<file path="src/hdl/sfd_pkg.sv">
// Shared types and byte codes for the stuffed frame deframer and checker.
`timescale 1ns / 1ps

package sfd_pkg;

  // Framing byte codes
  localparam logic [7:0] BYTE_SOF = 8'h80;
  localparam logic [7:0] BYTE_EOF = 8'h81;
  localparam logic [7:0] BYTE_ESC = 8'h82;

  // Escaped bytes get this offset added
  localparam logic [7:0] ESC_OFFSET = 8'h80;

  // Message identifiers that select a reply action
  localparam logic [7:0] MSG_REPLY05 = 8'h05;
  localparam logic [7:0] MSG_EVENT   = 8'h07;
  localparam logic [7:0] MSG_REPLY04 = 8'h04;
  localparam logic [7:0] MSG_ID83    = 8'h83;
  localparam logic [7:0] MSG_ID03    = 8'h03;

  // Event sub types of the event message
  localparam logic [7:0] SUB_MESSAGE = 8'h00;
  localparam logic [7:0] SUB_ALERT   = 8'h01;
  localparam logic [7:0] SUB_LOWBATT = 8'h02;

  // Checksum adjustments
  localparam logic [23:0] ADJ_REPLY05 = 24'h000081;
  localparam logic [23:0] ADJ_80      = 24'h000080;

  // Field widths
  localparam int unsigned IDX_W = 10;
  localparam int unsigned LEN_W = 16;
  localparam int unsigned SUM_W = 24;

  typedef enum logic [1:0] {
    KIND_DATA   = 2'd0,
    KIND_REPORT = 2'd1,
    KIND_DROP   = 2'd2
  } kind_e;

  typedef enum logic [1:0] {
    STAT_OK       = 2'd0,
    STAT_MISMATCH = 2'd1,
    STAT_SHORT    = 2'd2
  } status_e;

  typedef enum logic [2:0] {
    ACT_NONE     = 3'd0,
    ACT_REPLY05  = 3'd1,
    ACT_MESSAGE  = 3'd2,
    ACT_ALERT    = 3'd3,
    ACT_LOWBATT  = 3'd4,
    ACT_REPLY04  = 3'd5,
    ACT_ID83TO03 = 3'd6,
    ACT_ID03TO83 = 3'd7
  } action_e;

  // One result transfer
  typedef struct packed {
    kind_e             kind;
    logic [7:0]        data_byte;
    logic [IDX_W-1:0]  byte_index;
    status_e           frame_status;
    logic [7:0]        message_id;
    action_e           action;
    logic [SUM_W-1:0]  reply_checksum;
  } res_t;

  // Result of one decode step
  typedef struct packed {
    logic valid;
    res_t res;
  } step_t;

endpackage

</file>
<file path="src/hdl/sfd_core.sv">
// Frame state and single-step decode, checksum and end-of-frame report.
`timescale 1ns / 1ps

module sfd_core import sfd_pkg::*; #(
  parameter int unsigned MAX_FRAME = 640,
  parameter int unsigned RAW_LIMIT = 1408
) (
  input  logic       clk_i,
  input  logic       rst_ni,
  input  logic       fire_i,
  input  logic [7:0] byte_i,
  output step_t      step_o
);

  localparam int unsigned DCW = $clog2(MAX_FRAME + 1);
  localparam int unsigned RCW = $clog2(RAW_LIMIT + 1);
  localparam int unsigned CMPW = LEN_W + 1;

  logic              in_frame_q, in_frame_d;
  logic              esc_q, esc_d;
  logic [DCW-1:0]    dcnt_q, dcnt_d;
  logic [RCW-1:0]    rcnt_q, rcnt_d;
  logic [LEN_W-1:0]  flen_q, flen_d;
  logic [SUM_W-1:0]  rsum_q, rsum_d;
  logic [7:0]        msg_q, msg_d;
  logic [7:0]        sub_q, sub_d;
  logic [SUM_W-1:0]  rxsum_q, rxsum_d;

  logic [7:0]        val;
  logic [LEN_W-1:0]  len;
  logic [CMPW-1:0]   idx_w;
  logic [CMPW-1:0]   sum_lim;
  logic [CMPW-1:0]   end_lim;
  logic [CMPW-1:0]   frm_lim;
  logic [LEN_W-1:0]  idx_ext;
  logic              is_short;
  status_e           status;
  action_e           act;
  logic [SUM_W-1:0]  rep_sum;
  step_t             step;

  // Decoded byte and the length that applies to it
  assign val      = esc_q ? (byte_i + ESC_OFFSET) : byte_i;
  assign len      = (dcnt_q >= DCW'(2)) ? flen_q : {LEN_W{1'b1}};
  assign idx_w    = CMPW'(dcnt_q);
  assign sum_lim  = {1'b0, len} + CMPW'(4);
  assign end_lim  = {1'b0, len} + CMPW'(7);
  assign frm_lim  = {1'b0, flen_q} + CMPW'(7);
  assign idx_ext  = LEN_W'(dcnt_q);
  assign is_short = (dcnt_q < DCW'(2)) || (idx_w < frm_lim);

  // Work out status, action and adjusted checksum for the report
  always_comb begin
    act     = ACT_NONE;
    rep_sum = rsum_q;
    if (is_short) begin
      status = STAT_SHORT;
    end else if (rxsum_q != rsum_q) begin
      status = STAT_MISMATCH;
    end else begin
      status = STAT_OK;
      case (msg_q)
        MSG_REPLY05: begin
          act     = ACT_REPLY05;
          rep_sum = rsum_q + ADJ_REPLY05;
        end
        MSG_EVENT: begin
          if (sub_q == SUB_MESSAGE)      act = ACT_MESSAGE;
          else if (sub_q == SUB_ALERT)   act = ACT_ALERT;
          else if (sub_q == SUB_LOWBATT) act = ACT_LOWBATT;
        end
        MSG_REPLY04: begin
          act     = ACT_REPLY04;
          rep_sum = rsum_q + ADJ_80;
        end
        MSG_ID83: begin
          act     = ACT_ID83TO03;
          rep_sum = rsum_q - ADJ_80;
        end
        MSG_ID03: begin
          act     = ACT_ID03TO83;
          rep_sum = rsum_q + ADJ_80;
        end
        default: ;
      endcase
    end
  end

  // Advance the frame state for one transfer
  always_comb begin
    in_frame_d = in_frame_q;
    esc_d      = esc_q;
    dcnt_d     = dcnt_q;
    rcnt_d     = rcnt_q;
    flen_d     = flen_q;
    rsum_d     = rsum_q;
    msg_d      = msg_q;
    sub_d      = sub_q;
    rxsum_d    = rxsum_q;
    step       = '0;
    if (fire_i) begin
      if (byte_i == BYTE_SOF) begin
        // Open a frame, restarting any open one
        in_frame_d = 1'b1;
        esc_d      = 1'b0;
        dcnt_d     = '0;
        rcnt_d     = RCW'(1);
        flen_d     = {LEN_W{1'b1}};
        rsum_d     = '0;
        msg_d      = '0;
        sub_d      = '0;
        rxsum_d    = '0;
      end else if (in_frame_q) begin
        if (byte_i == BYTE_EOF) begin
          in_frame_d              = 1'b0;
          esc_d                   = 1'b0;
          step.valid              = 1'b1;
          step.res.kind           = KIND_REPORT;
          step.res.frame_status   = status;
          step.res.message_id     = msg_q;
          step.res.action         = act;
          step.res.reply_checksum = rep_sum;
        end else if (rcnt_q >= RCW'(RAW_LIMIT)) begin
          // Drop on raw overflow
          in_frame_d    = 1'b0;
          esc_d         = 1'b0;
          step.valid    = 1'b1;
          step.res.kind = KIND_DROP;
        end else begin
          rcnt_d = rcnt_q + RCW'(1);
          if (byte_i == BYTE_ESC) begin
            esc_d = 1'b1;
          end else if (dcnt_q >= DCW'(MAX_FRAME)) begin
            // Drop on decoded overflow
            in_frame_d    = 1'b0;
            esc_d         = 1'b0;
            step.valid    = 1'b1;
            step.res.kind = KIND_DROP;
          end else begin
            esc_d = 1'b0;
            if (dcnt_q == DCW'(0)) flen_d = {8'h00, val};
            if (dcnt_q == DCW'(1)) flen_d = {flen_q[7:0], val};
            if (dcnt_q == DCW'(4)) msg_d = val;
            if (dcnt_q == DCW'(5)) sub_d = val;
            if (idx_w < sum_lim) begin
              rsum_d = rsum_q + SUM_W'(val);
            end else if (idx_w < end_lim) begin
              rxsum_d = {rxsum_q[SUM_W-9:0], val};
            end
            dcnt_d              = dcnt_q + DCW'(1);
            step.valid          = 1'b1;
            step.res.kind       = KIND_DATA;
            step.res.data_byte  = val;
            step.res.byte_index = idx_ext[IDX_W-1:0];
          end
        end
      end
    end
  end

  always_ff @(posedge clk_i or negedge rst_ni) begin
    if (!rst_ni) begin
      in_frame_q <= 1'b0;
      esc_q      <= 1'b0;
      dcnt_q     <= '0;
      rcnt_q     <= '0;
      flen_q     <= {LEN_W{1'b1}};
      rsum_q     <= '0;
      msg_q      <= '0;
      sub_q      <= '0;
      rxsum_q    <= '0;
    end else begin
      in_frame_q <= in_frame_d;
      esc_q      <= esc_d;
      dcnt_q     <= dcnt_d;
      rcnt_q     <= rcnt_d;
      flen_q     <= flen_d;
      rsum_q     <= rsum_d;
      msg_q      <= msg_d;
      sub_q      <= sub_d;
      rxsum_q    <= rxsum_d;
    end
  end

  assign step_o = step;

endmodule

</file>
<file path="config.mk">
export PLATFORM = sky130hd
export DESIGN_NAME = sfd_core
export DESIGN_NICKNAME = d
export VERILOG_FILES = /design/src/hdl/sfd_pkg.sv /design/src/hdl/sfd_core.sv
export SDC_FILE = /design/constraint.sdc
export NUM_CORES = 1
export LEC_CHECK = 0
export BUFFER_PORTS_ARGS = -buffer_cell sky130_fd_sc_hd__buf_2
export CELL_PAD_IN_SITES_DETAIL_PLACEMENT = 0
export CELL_PAD_IN_SITES_GLOBAL_PLACEMENT = 1
export CORE_AREA = 8 8 163 134
export DETAILED_ROUTE_END_ITERATION = 10
export DIE_AREA = 0 0 171 142
export PLACE_DENSITY = 0.8
export SYNTH_ARGS = -nofsm -noshare
export SYNTH_HDL_FRONTEND = slang
export SYNTH_SLANG_ARGS = --single-unit
</file>
<file path="constraint.sdc">
create_clock -name clk_i -period 11.3 [get_ports clk_i]
set_input_delay 2.26 -clock clk_i [delete_from_list [all_inputs] [get_ports clk_i]]
set_output_delay 2.26 -clock clk_i [all_outputs]
set_load 0.02 [all_outputs]
</file>
==> results of run 1 <==
-- state kept, by name, summed over array words and instances (netlist names) --
register	flops
rsum_q	24
rxsum_q	24
flen_q	16
rcnt_q	11
dcnt_q	10
msg_q	8
sub_q	8
esc_q	1
in_frame_q	1
-- Yosys cell counts, types with 3 or more instances --
library cell	number	area share
xnor2_1	52	0.054
nor4_1	18	0.013
a21o_1	13	0.012
or2_2	8	0.0059
and3_1	13	0.0096
and4_1	6	0.0062
dfrtp_1	87	0.26
a211oi_1	6	0.0053
dfstp_2	16	0.050
a22oi_1	3	0.0027
a31oi_1	8	0.0059
nor3_1	32	0.019
o21ai_0	57	0.034
or3_1	6	0.0044
mux2_2	18	0.024
nand3_1	45	0.027
xor2_1	45	0.047
buf_2	3	0.0018
o21ai_1	4	0.0024
o22ai_1	5	0.0037
o21bai_1	3	0.0027
o21a_1	7	0.0062
nor2_1	118	0.052
a21oi_1	72	0.043
inv_1	32	0.014
nand2_1	79	0.035
mux2i_1	8	0.0095
clkbuf_1	48	0.021
buf_4	3	0.0027
o2111ai_1	3	0.0031
a22o_1	16	0.017
nor3b_1	5	0.0044
o32ai_1	6	0.0062
mux2_1	3	0.0040
o31ai_1	7	0.0062
nand4_1	20	0.015
buf_1	3	0.0013
or4_1	4	0.0035
ha_1	60	0.089
o211ai_1	7	0.0062
and2_1	20	0.015
nor2b_1	5	0.0037
nand2b_1	8	0.0059
-- metal layers --
metal | vias to the layer above | global-route usage | share of wire
met3 | 21 | 0.0313 | 0.064
met2 | 279 | 0.289 | 0.41
li1 | 3722 | - | -
met4 | 0 | 0.0388 | 0.011
met1 | 3737 | 0.335 | 0.51
met5 | - | 0 | 0
-- logic make-up (layout without fill, tap and decap cells) --
family	count (synthesis)	after routing
AO/OA/AOI/OAI	238	238
XOR/XNOR	97	97
adder cells (fa/ha/maj)	62	62
buffers and inverters	93	128
flip-flops	103	103
multiplexers	29	29
AND/OR/NAND/NOR	400	400
-- worst min path at each step --
stage / start / endpoint
2_1_floorplan: esc_q / esc_q
3_3_place_gp: sub_q[6] / sub_q[6]
3_5_place_dp: sub_q[7] / sub_q[7]
4_1_cts: sub_q[7] / sub_q[7]
5_1_grt: sub_q[6] / sub_q[6]
6_report: sub_q[6] / sub_q[6]
-- through the flow --
step | power (mW) | instance area, sq um
2_1_floorplan | 0.899 | 8470
3_3_place_gp | 1.03 | 8980
3_5_place_dp | 1.04 | 8980
4_1_cts | 1.36 | 9280
5_1_grt | 1.45 | 9280
6_report | 1.36 | 9280
-- layout make-up --
cell class | count | area, sq um
Clock buffer | 9 | 225
Clock inverter | 7 | 72.6
Fill cell | 1957 | 10100
Inverter | 32 | 120
Multi-Input combinational cell | 826 | 5500
Sequential cell | 103 | 2600
Tap cell | 264 | 330
Timing Repair Buffer | 80 | 433
-- worst max-delay path: cells and delay by family, from the launching register on --
kind / cells / cell delay, ns
AOI/OAI and AO/OA: 6 / 1.57
and+or+nand+nor: 2 / 1.32
adders and majority gates: 1 / 0.55
DFF: 1 / 0.41
xor gates and xnor gates: 1 / 0.25
muxes: 1 / 0.20
buffers and inverters: 1 / 0.17
-- power groups by stage --
| stage | sequential, mW | clock [mW] | combinational, mW |
|---|---|---|---|
| 6_report | 0.541 | 0.313 | 0.506 |
| 5_1_grt | 0.550 | 0.333 | 0.566 |
| 4_1_cts | 0.538 | 0.320 | 0.504 |
| 3_5_place_dp | 0.544 | 0 | 0.499 |
| 3_3_place_gp | 0.543 | 0 | 0.492 |
| 2_1_floorplan | 0.482 | 0 | 0.417 |
==> summary.txt, run 1 <==
GRT
  – Initial antenna violation count: 0
  – Number of global-route vias before repair: 7183
  – Largest net degree at the start of global routing: 75
  – Gr usage total: 0.210
  – GRT overflow: 0
  – First-pass GRT wire length: 40.6 mm

Clock network
  – Post-CTS Repair Setup Buffers: 0
  – Root buffer cell: clkbuf_16
  – Max H-tree Level: 3
  – Post-cts resize count: 0
  – CTS tree: done
  – Longest Clk Path Bufs: 2
  – CTS Buf Count: 9
  – Worst skew pair latency: 0.35 ns
  – Worst-path clk slew: 0.08 ns
  – Clk sink count: 103
  – CTS Hold Buffers Added: 0

Final layout
  – Nets: 1125
  – Diodes inserted: 0
  – Fin util: 0.480
  – Fin cells: 1321
  – Area Overhead vs Synth: 9.54%
  – Highest-count cells in the layout ignoring fill and taps: nor2_1 (117), dfrtp_1 (87), nand2_1 (79)
  – Fraction of layout cells with a size suffix above 1: 0.149
  – Most common cell after layout, fill and taps aside: nor2_1

Setup path
  – Critical path required time: 9.04 ns
  – Crit Path Max Fanout: 18
  – Critical Path End: step_o[23]
  – RR Endpoint: rxsum_q[2]
  – Crit path kind: reg2out
  – Setup crit end kind: primary output
  – Crit-path most repeated cell: a21oi_1
  – R2R Path Start: dcnt_q[3]
  – Startpoint Class: register
  – Worst reg2reg path depth: 17
  – Worst Path Arrival: 4.85 ns
  – Slowest cell delay on critical path: 0.72 ns
  – Critical-path top delay cell: or3_1
  – Flop2flop setup slack: 6.08 ns
  – CP Launch Point: msg_q[6]
  – CP cell instances: or4_1, or3_1, fa_1, a21oi_1, o211ai_1, o41ai_1, o2111ai_1, a21oi_1, xor2_1, mux2i_1, o21ai_1, buf_2

Timing
  – Unrepaired setup endpoints after global routing: false
  – Maximum clock frequency: 141 MHz
  – Worst-Margin Slew: 1.18 ns
  – Setup TNS: 0 ns
  – Hold Violations, Final: 0
  – Finish-stage setup viols: 0
  – Final period utilization: 0.629
  – Final worst slack: 4.19 ns
  – Clock skew: 0.0164 ns
  – Hold WS: 0.513 ns
  – Final min period: 7.11 ns
  – Max Slew Vio Count: 0
  – Relative slew slack: 0.205

Power
  – Clock network power share: 0.230
  – Sequential Power Share: 0.398
  – Sw Ratio: 0.405
  – Internal power: 809 uW
  – VDD IR max: 0.101 mV
  – Comb power frac: 0.372
  – Sw Pwr: 551 uW
  – Leak pwr: 4.28 nW
  – Pwr/cell area: 147 nW/um^2

Placed design
  – Port bufs: 68
  – Placed cells: 1305
  – DPL Wire Length: 19.1 mm
  – Worst slack, placed: 4.43 ns
  – Gpl congestion: 0.907

Hold path
  – Min-delay worst type: reg2reg
  – Min-Delay Path Depth: 1

Routing
  – Detail Route Antenna Nets: 0
  – DRC viols: 0
  – Routed vias/inst: 5.87
  – First-pass iteration count of the detailed router: 5
  – Drt total wl: 25.6 mm
  – Vias: 7759
  – Routed WL per cell: 19.3 um
  – Drt initial violations: 721

Synthesis
  – Synth cell types: 77
  – Avg Cell Area, Syn: 8.29 sq um
  – Async S/R FF share, synth: 1.00
  – Post-Synth XOR/XNOR Area: 0.100
  – Post-Syn Instances: 1022
  – Synth warn: 0
  – Fraction of the mapped netlist area in simple logic gates: 0.234
  – Largest family of logic cells by synthesized area: simple AND/OR/NAND/NOR gates
  – Syn_nets: 1095
  – Mapped Area: 8470 sq um
  – Post-synthesis mux area share: 0.0374
  – Compound-cell area share of the yosys netlist: 0.182
  – Sequential fraction of the synthesis area: 0.307
  – Post-synthesis register bit count: 103
  – Post-synth EDFFs: 0
  – Ys flop type: dfrtp_1
  – Post-synthesis adder-cell area fraction: 0.0934

Status
  – Status: finished clean

Floorplanning
  – Io pins: 69
  – Floorplan core area: 19300 sq um
  – Chip width: 171 um
  – Starting density of the core: 0.438
  – Die ar.: 24300 sq um
  – Die height: 142 um
  – Rows: 46

Run
  – Max-Cap Viols: 0
(Power assumes the default switching activity.)
==> run 2: changes to the inputs <==
==> constraint.sdc (replaced) <==
create_clock -name clk_i -period 7.3 [get_ports clk_i]
set_input_delay 1.46 -clock clk_i [delete_from_list [all_inputs] [get_ports clk_i]]
set_output_delay 1.46 -clock clk_i [all_outputs]
set_load 0.02 [all_outputs]
==> summary.txt, run 2 (synthesized netlist as in run 1, its figures left out) <==
Hold path
  – Min-delay worst type: reg2reg
  – Worst Hold End: sub_q[4]
  – Hold Startpoint: sub_q[4]
  – Min-Delay Path Depth: 1 (unchanged)

Timing
  – Finish-stage setup viols: 0 (unchanged)
  – Hold Violations, Final: 0 (unchanged)
  – Worst-Margin Slew: 0.997 ns (-0.184 ns)
  – Final period utilization: 0.859
  – Unrepaired setup endpoints after global routing: false
  – Clock skew: 0.00971 ns (-0.00669 ns)
  – Max Slew Vio Count: 0 (unchanged)
  – Final worst slack: 1.03 ns (-3.17 ns)
  – Relative slew slack: 0.329 (+0.124)
  – Setup TNS: 0 ns (unchanged)
  – Final min period: 6.27 ns
  – Maximum clock frequency: 159 MHz

Setup path
  – Crit-path most repeated cell: a21oi_1
  – Crit path kind: reg2out
  – R2R Path Start: dcnt_q[4]
  – CP cell instances: or4_1, or3_1, fa_1, a21oi_1, o211ai_1, o41ai_1, o2111ai_1, a21oi_1, xor2_1, mux2i_1, o21ai_1, buf_2
  – Flop2flop setup slack: 2.25 ns (-3.83 ns)
  – Worst Path Arrival: 4.81 ns (-0.04 ns)
  – Worst reg2reg path depth: 17 (unchanged)
  – Slowest cell delay on critical path: 0.72 ns (about the same)
  – Startpoint Class: register
  – Setup crit end kind: primary output
  – RR Endpoint: rxsum_q[2]
  – Crit Path Max Fanout: 18 (unchanged)
  – Critical-path top delay cell: or3_1
  – Critical path required time: 5.84 ns (-3.20 ns)

Clock network
  – Clk sink count: 103 (unchanged)
  – CTS tree: done
  – Worst-path clk slew: 0.08 ns (about the same)
  – Longest Clk Path Bufs: 2 (unchanged)
  – Root buffer cell: clkbuf_16
  – CTS Hold Buffers Added: 0 (unchanged)
  – CTS Buf Count: 9 (unchanged)
  – Post-cts resize count: 0 (unchanged)
  – Worst skew pair latency: 0.36 ns (about the same)
  – Max H-tree Level: 3 (unchanged)
  – Post-CTS Repair Setup Buffers: 0 (unchanged)

Floorplanning
  – Rows: 46 (unchanged)
  – Chip width: 171 um (unchanged)
  – Die height: 142 um (unchanged)
  – Die ar.: 24300 sq um (unchanged)
  – Io pins: 69 (unchanged)
  – Floorplan core area: 19300 sq um (unchanged)
  – Starting density of the core: 0.438 (unchanged)

Routing
  – DRC viols: 0 (unchanged)
  – Drt initial violations: 653 (-9.4%)
  – Detail Route Antenna Nets: 0 (unchanged)
  – Routed vias/inst: 5.88 (+0.15%)
  – Vias: 7771 (+0.15%)
  – First-pass iteration count of the detailed router: 5 (unchanged)
  – Drt total wl: 25.8 mm (+0.90%)
  – Routed WL per cell: 19.5 um (+0.90%)

Power
  – Internal power: 1.32 mW (+63%)
  – Comb power frac: 0.358 (-0.014)
  – Sw Pwr: 837 uW (+52%)
  – Pwr/cell area: 231 nW/um^2 (+58%)
  – Leak pwr: 4.29 nW (+0.33%)
  – Sw Ratio: 0.388 (-0.0163)
  – Sequential Power Share: 0.386 (-0.012)
  – Clock network power share: 0.256 (+0.026)
  – VDD IR max: 0.123 mV (+22%)

GRT
  – Initial antenna violation count: 0 (unchanged)
  – First-pass GRT wire length: 41.2 mm (+1.4%)
  – GRT overflow: 0 (unchanged)
  – Gr usage total: 0.215 (+0.00450)
  – Largest net degree at the start of global routing: 54 (-28%)
  – Number of global-route vias before repair: 7337 (+2.1%)

Final layout
  – Biggest registers after layout: rsum_q x24, rxsum_q x24, flen_q x16
  – Area Overhead vs Synth: 10.0%
  – Diodes inserted: 0 (unchanged)
  – Nets: 1125 (unchanged)
  – Fraction of layout cells with a size suffix above 1: 0.149 (unchanged)
  – Most common cell after layout, fill and taps aside: nor2_1
  – Highest-count cells in the layout ignoring fill and taps: nor2_1 (117), dfrtp_1 (87), nand2_1 (79)

Placed design
  – Gpl congestion: 0.929 (+2.4%)
  – Worst slack, placed: 1.48 ns (-2.96 ns)
  – Port bufs: 68 (unchanged)
  – DPL Wire Length: 19.1 mm (about the same)

Status
  – Status: finished clean

Run
  – Max-Cap Viols: 0 (unchanged)
==> run 2: area by class of cell <==
class / count / area, sq um
Clock buffer: 9 / 225
Clock inverter: 7 / 115
Fill cell: 1983 / 10000
Inverter: 32 / 120
Multi-Input combinational cell: 826 / 5500
Sequential cell: 103 / 2600
Tap cell: 264 / 330
Timing Repair Buffer: 80 / 433
==> run 2: how the worst max path moves through the flow <==
stage | start | end | slack (ns) | depth (start not counted)
floorplan | msg_q[6] | step_o[22] | 2.12 | 11
global placement | msg_q[6] | step_o[23] | 1.59 | 12
detailed placement | msg_q[6] | step_o[23] | 1.48 | 12
CTS | msg_q[6] | step_o[23] | 1.04 | 12
global route | msg_q[6] | step_o[23] | 0.71 | 12
finish | msg_q[6] | step_o[23] | 1.03 | 12
==> run 2: metal layers <==
metal,vias up,part of all wire,global-route usage
li1,3732,-,-
met1,3747,0.49,0.324
met2,270,0.42,0.309
met3,22,0.072,0.0416
met4,0,0.011,0.0448
met5,-,0,0
==> run 2: per-stage QoR <==
step           cell area, sq um  total power [mW]  hold slack [ns]  std cells  utilization
5_1_grt                    9320              2.30            0.529       1321        0.482
6_report                   9320              2.16            0.513       1321        0.482
2_1_floorplan              8470              1.39            0.480       1022            -
3_5_place_dp               8980              1.60            0.499       1305        0.464
3_3_place_gp               8980              1.59            0.492       1305        0.464
4_1_cts                    9320              2.16            0.518       1321        0.482
==> run 2: worst max-delay path: cells and delay by family, from the launching register on <==
family,cells,cell delay [ns]
mux,1,0.21
fa+ha+maj,1,0.56
flops,1,0.41
simple gates,2,1.30
xor+xnor,1,0.22
compound gates,6,1.56
buf+inv,1,0.17
==> run 2: power groups by stage <==
stage / clock [mW] / sequential [mW] / combinational (mW)
final: 0.552 / 0.832 / 0.772
after global routing: 0.582 / 0.850 / 0.865
after CTS: 0.562 / 0.830 / 0.768
after detailed placement: 0 / 0.841 / 0.760
after global placement: 0 / 0.839 / 0.750
after floorplan: 0 / 0.746 / 0.646
==> run 3: changes to the inputs <==
==> constraint.sdc (replaced) <==
create_clock -name clk_i -period 7.3 [get_ports clk_i]
set_input_delay 0.365 -clock clk_i [delete_from_list [all_inputs] [get_ports clk_i]]
set_output_delay 0.365 -clock clk_i [all_outputs]
set_load 0.02 [all_outputs]
==> summary.txt, run 3 (synthesized netlist as in run 1, its figures left out) <==
Timing
  – Relative slew slack: 0.313 (-0.0159)
  – Maximum clock frequency: 192 MHz (+20%)
  – Final min period: 5.22 ns (-1.05 ns)
  – Finish-stage setup viols: 0 (unchanged)
  – Hold Violations, Final: 0 (unchanged)
  – Worst-Margin Slew: 1.02 ns (+0.0236 ns)
  – Unrepaired setup endpoints after global routing: false
  – Setup TNS: 0 ns (unchanged)
  – Final period utilization: 0.715 (-0.145)
  – Max Slew Vio Count: 0 (unchanged)
  – Clock skew: 0.0162 ns (+0.00646 ns)

Floorplanning
  – Die height: 142 um (unchanged)
  – Die ar.: 24300 sq um (unchanged)
  – Starting density of the core: 0.438 (unchanged)
  – Chip width: 171 um (unchanged)
  – Rows: 46 (unchanged)
  – Io pins: 69 (unchanged)
  – Floorplan core area: 19300 sq um (unchanged)

Placed design
  – Port bufs: 68 (unchanged)
  – DPL Wire Length: 19.0 mm (-0.63%)
  – Gpl congestion: 0.854 (-8.1%)
  – DP Area: 8980 sq um (unchanged)

Power
  – Leak pwr: 4.29 nW (-0.18%)
  – Pwr/cell area: 227 nW/um^2 (-1.9%)
  – VDD IR max: 0.133 mV (+7.8%)

Clock network
  – Max H-tree Level: 3 (unchanged)
  – Longest Clk Path Bufs: 2 (unchanged)
  – Worst skew pair latency: 0.35 ns (about the same)
  – CTS Buf Count: 9 (unchanged)
  – Clk sink count: 103 (unchanged)
  – CTS tree: done
  – Root buffer cell: clkbuf_16
  – Post-CTS Repair Setup Buffers: 0 (unchanged)
  – Worst-path clk slew: 0.08 ns (about the same)
  – Post-cts resize count: 0 (unchanged)

Setup path
  – Critical-path top delay cell: nor2_1
  – Flop2flop setup slack: 2.32 ns (+0.07 ns)
  – Crit path kind: reg2out
  – RR Endpoint: rxsum_q[2]
  – Startpoint Class: register
  – Critical path required time: 6.93 ns (+1.09 ns)
  – Critical Path End: step_o[20]
  – Worst reg2reg path depth: 17 (unchanged)
  – Worst Path Arrival: 4.85 ns (+0.04 ns)
  – CP cell instances: inv_1, ha_1, nor2b_1, nand2b_1, xor2_1, ha_1, nand3_1, a21oi_1, o21ai_0, a211oi_2, nand3_1, nor2_1, nand4_1, a31oi_1, buf_2
  – Setup crit end kind: primary output
  – Slowest cell delay on critical path: 0.75 ns (+0.03 ns)
  – Crit Path Max Fanout: 10 (-8)
  – R2R Path Start: dcnt_q[4]
  – CP Launch Point: flen_q[0]

Routing
  – Vias: 7746 (-0.32%)
  – Drt initial violations: 592 (-9.3%)
  – DRC viols: 0 (unchanged)
  – Routed WL per cell: 19.3 um (-1.1%)
  – Drt total wl: 25.5 mm (-0.99%)
  – Routed vias/inst: 5.86 (-0.40%)
  – Detail Route Antenna Nets: 0 (unchanged)
  – First-pass iteration count of the detailed router: 5 (unchanged)

Final layout
  – Most common cell after layout, fill and taps aside: nor2_1
  – Fillers: 1945 (-1.9%)
  – Diodes inserted: 0 (unchanged)
  – Fraction of layout cells with a size suffix above 1: 0.148 (about the same)
  – Final instance area: 9300 sq um (-0.28%)
  – Area Overhead vs Synth: 9.73%
  – Biggest registers after layout: rsum_q x24, rxsum_q x24, flen_q x16
  – Highest-count cells in the layout ignoring fill and taps: nor2_1 (117), dfrtp_1 (87), nand2_1 (79)
  – Nets: 1126 (+0.089%)

GRT
  – Number of global-route vias before repair: 7348 (+0.15%)
  – Largest net degree at the start of global routing: 68 (+26%)
  – First-pass GRT wire length: 40.8 mm (-1.0%)
  – Gr usage total: 0.210 (-0.00459)
  – Initial antenna violation count: 0 (unchanged)
  – GRT overflow: 0 (unchanged)

Run
  – Max-Cap Viols: 0 (unchanged)

Hold path
  – Min-delay worst type: in2reg

Status
  – Status: finished clean
-- run 3: cell types whose count changed in the layout (fill, tap and decap cells not counted) --
cell           previous run  this run
bufinv_16                 2         0
clkbuf_8                  0         1
clkinv_4                  1         0
clkinvlp_4                1         0
dlygate4sd3_1             0         1
inv_6                     0         3
-- run 3: cell type report --
cell class                      count  area [sq um]  share of cell area
Clock buffer                       10           239              0.0257
Tap cell                          264           330              0.0355
Sequential cell                   103          2600               0.279
Inverter                           32           120              0.0129
Clock inverter                      6          65.1             0.00700
Timing Repair Buffer               81           443              0.0477
Multi-Input combinational cell    826          5500               0.592
-- run 3: critical path: cells and delay by family, from the launching register on --
family	cells	cell delay [ns]
adders and majority gates	2	0.52
AOI/OAI and AO/OA	4	1.17
DFF	1	0.63
and+or+nand+nor	6	1.75
xor gates and xnor gates	1	0.16
buffers and inverters	2	0.28
-- run 3: metrics by stage --
| step | cells | setup WS, ns | hold WS, ns | power (mW) | util |
|---|---|---|---|---|---|
| finish | 1322 | 2.08 | 0.392 | 2.11 | 0.481 |
| global route | 1322 | 1.66 | 0.393 | 2.24 | 0.481 |
| CTS | 1322 | 2.12 | 0.373 | 2.11 | 0.481 |
| detailed placement | 1305 | 2.33 | 0.353 | 1.61 | 0.464 |
| global placement | 1305 | 2.47 | 0.354 | 1.60 | 0.464 |
| floorplan | 1022 | 2.94 | 0.0694 | 1.39 | - |
-- run 3: report_power, final --
part | leakage, nW | total, mW | internal [mW] | switching, mW
registers | 1.35 | 0.832 | 0.666 | 0.166
clock network | 0.151 | 0.492 | 0.253 | 0.239
logic | 2.79 | 0.784 | 0.345 | 0.439
-- run 3: worst min path at each step --
stage	from	endpoint	depth (start not counted)
after floorplan	rst_ni	dcnt_q[0]	0
after global placement	rst_ni	msg_q[5]	1
after detailed placement	rst_ni	msg_q[4]	1
after CTS	byte_i[3]	flen_q[3]	3
after global routing	byte_i[3]	flen_q[3]	3
final	byte_i[3]	flen_q[3]	3
-- run 3: per-layer routing --
layer	vias up	GRT usage	wire [um]
met1	3739	0.326	13000
met3	16	0.0377	1750
met4	0	0.0347	212
met5	-	0	0
met2	253	0.297	10600
li1	3738	-	-
-- run 3: timing repair --
item                       4_1_cts  5_1_grt
setup endpoints to repair        0        0
hold buffers                     1        0
hold endpoints to repair        31        0
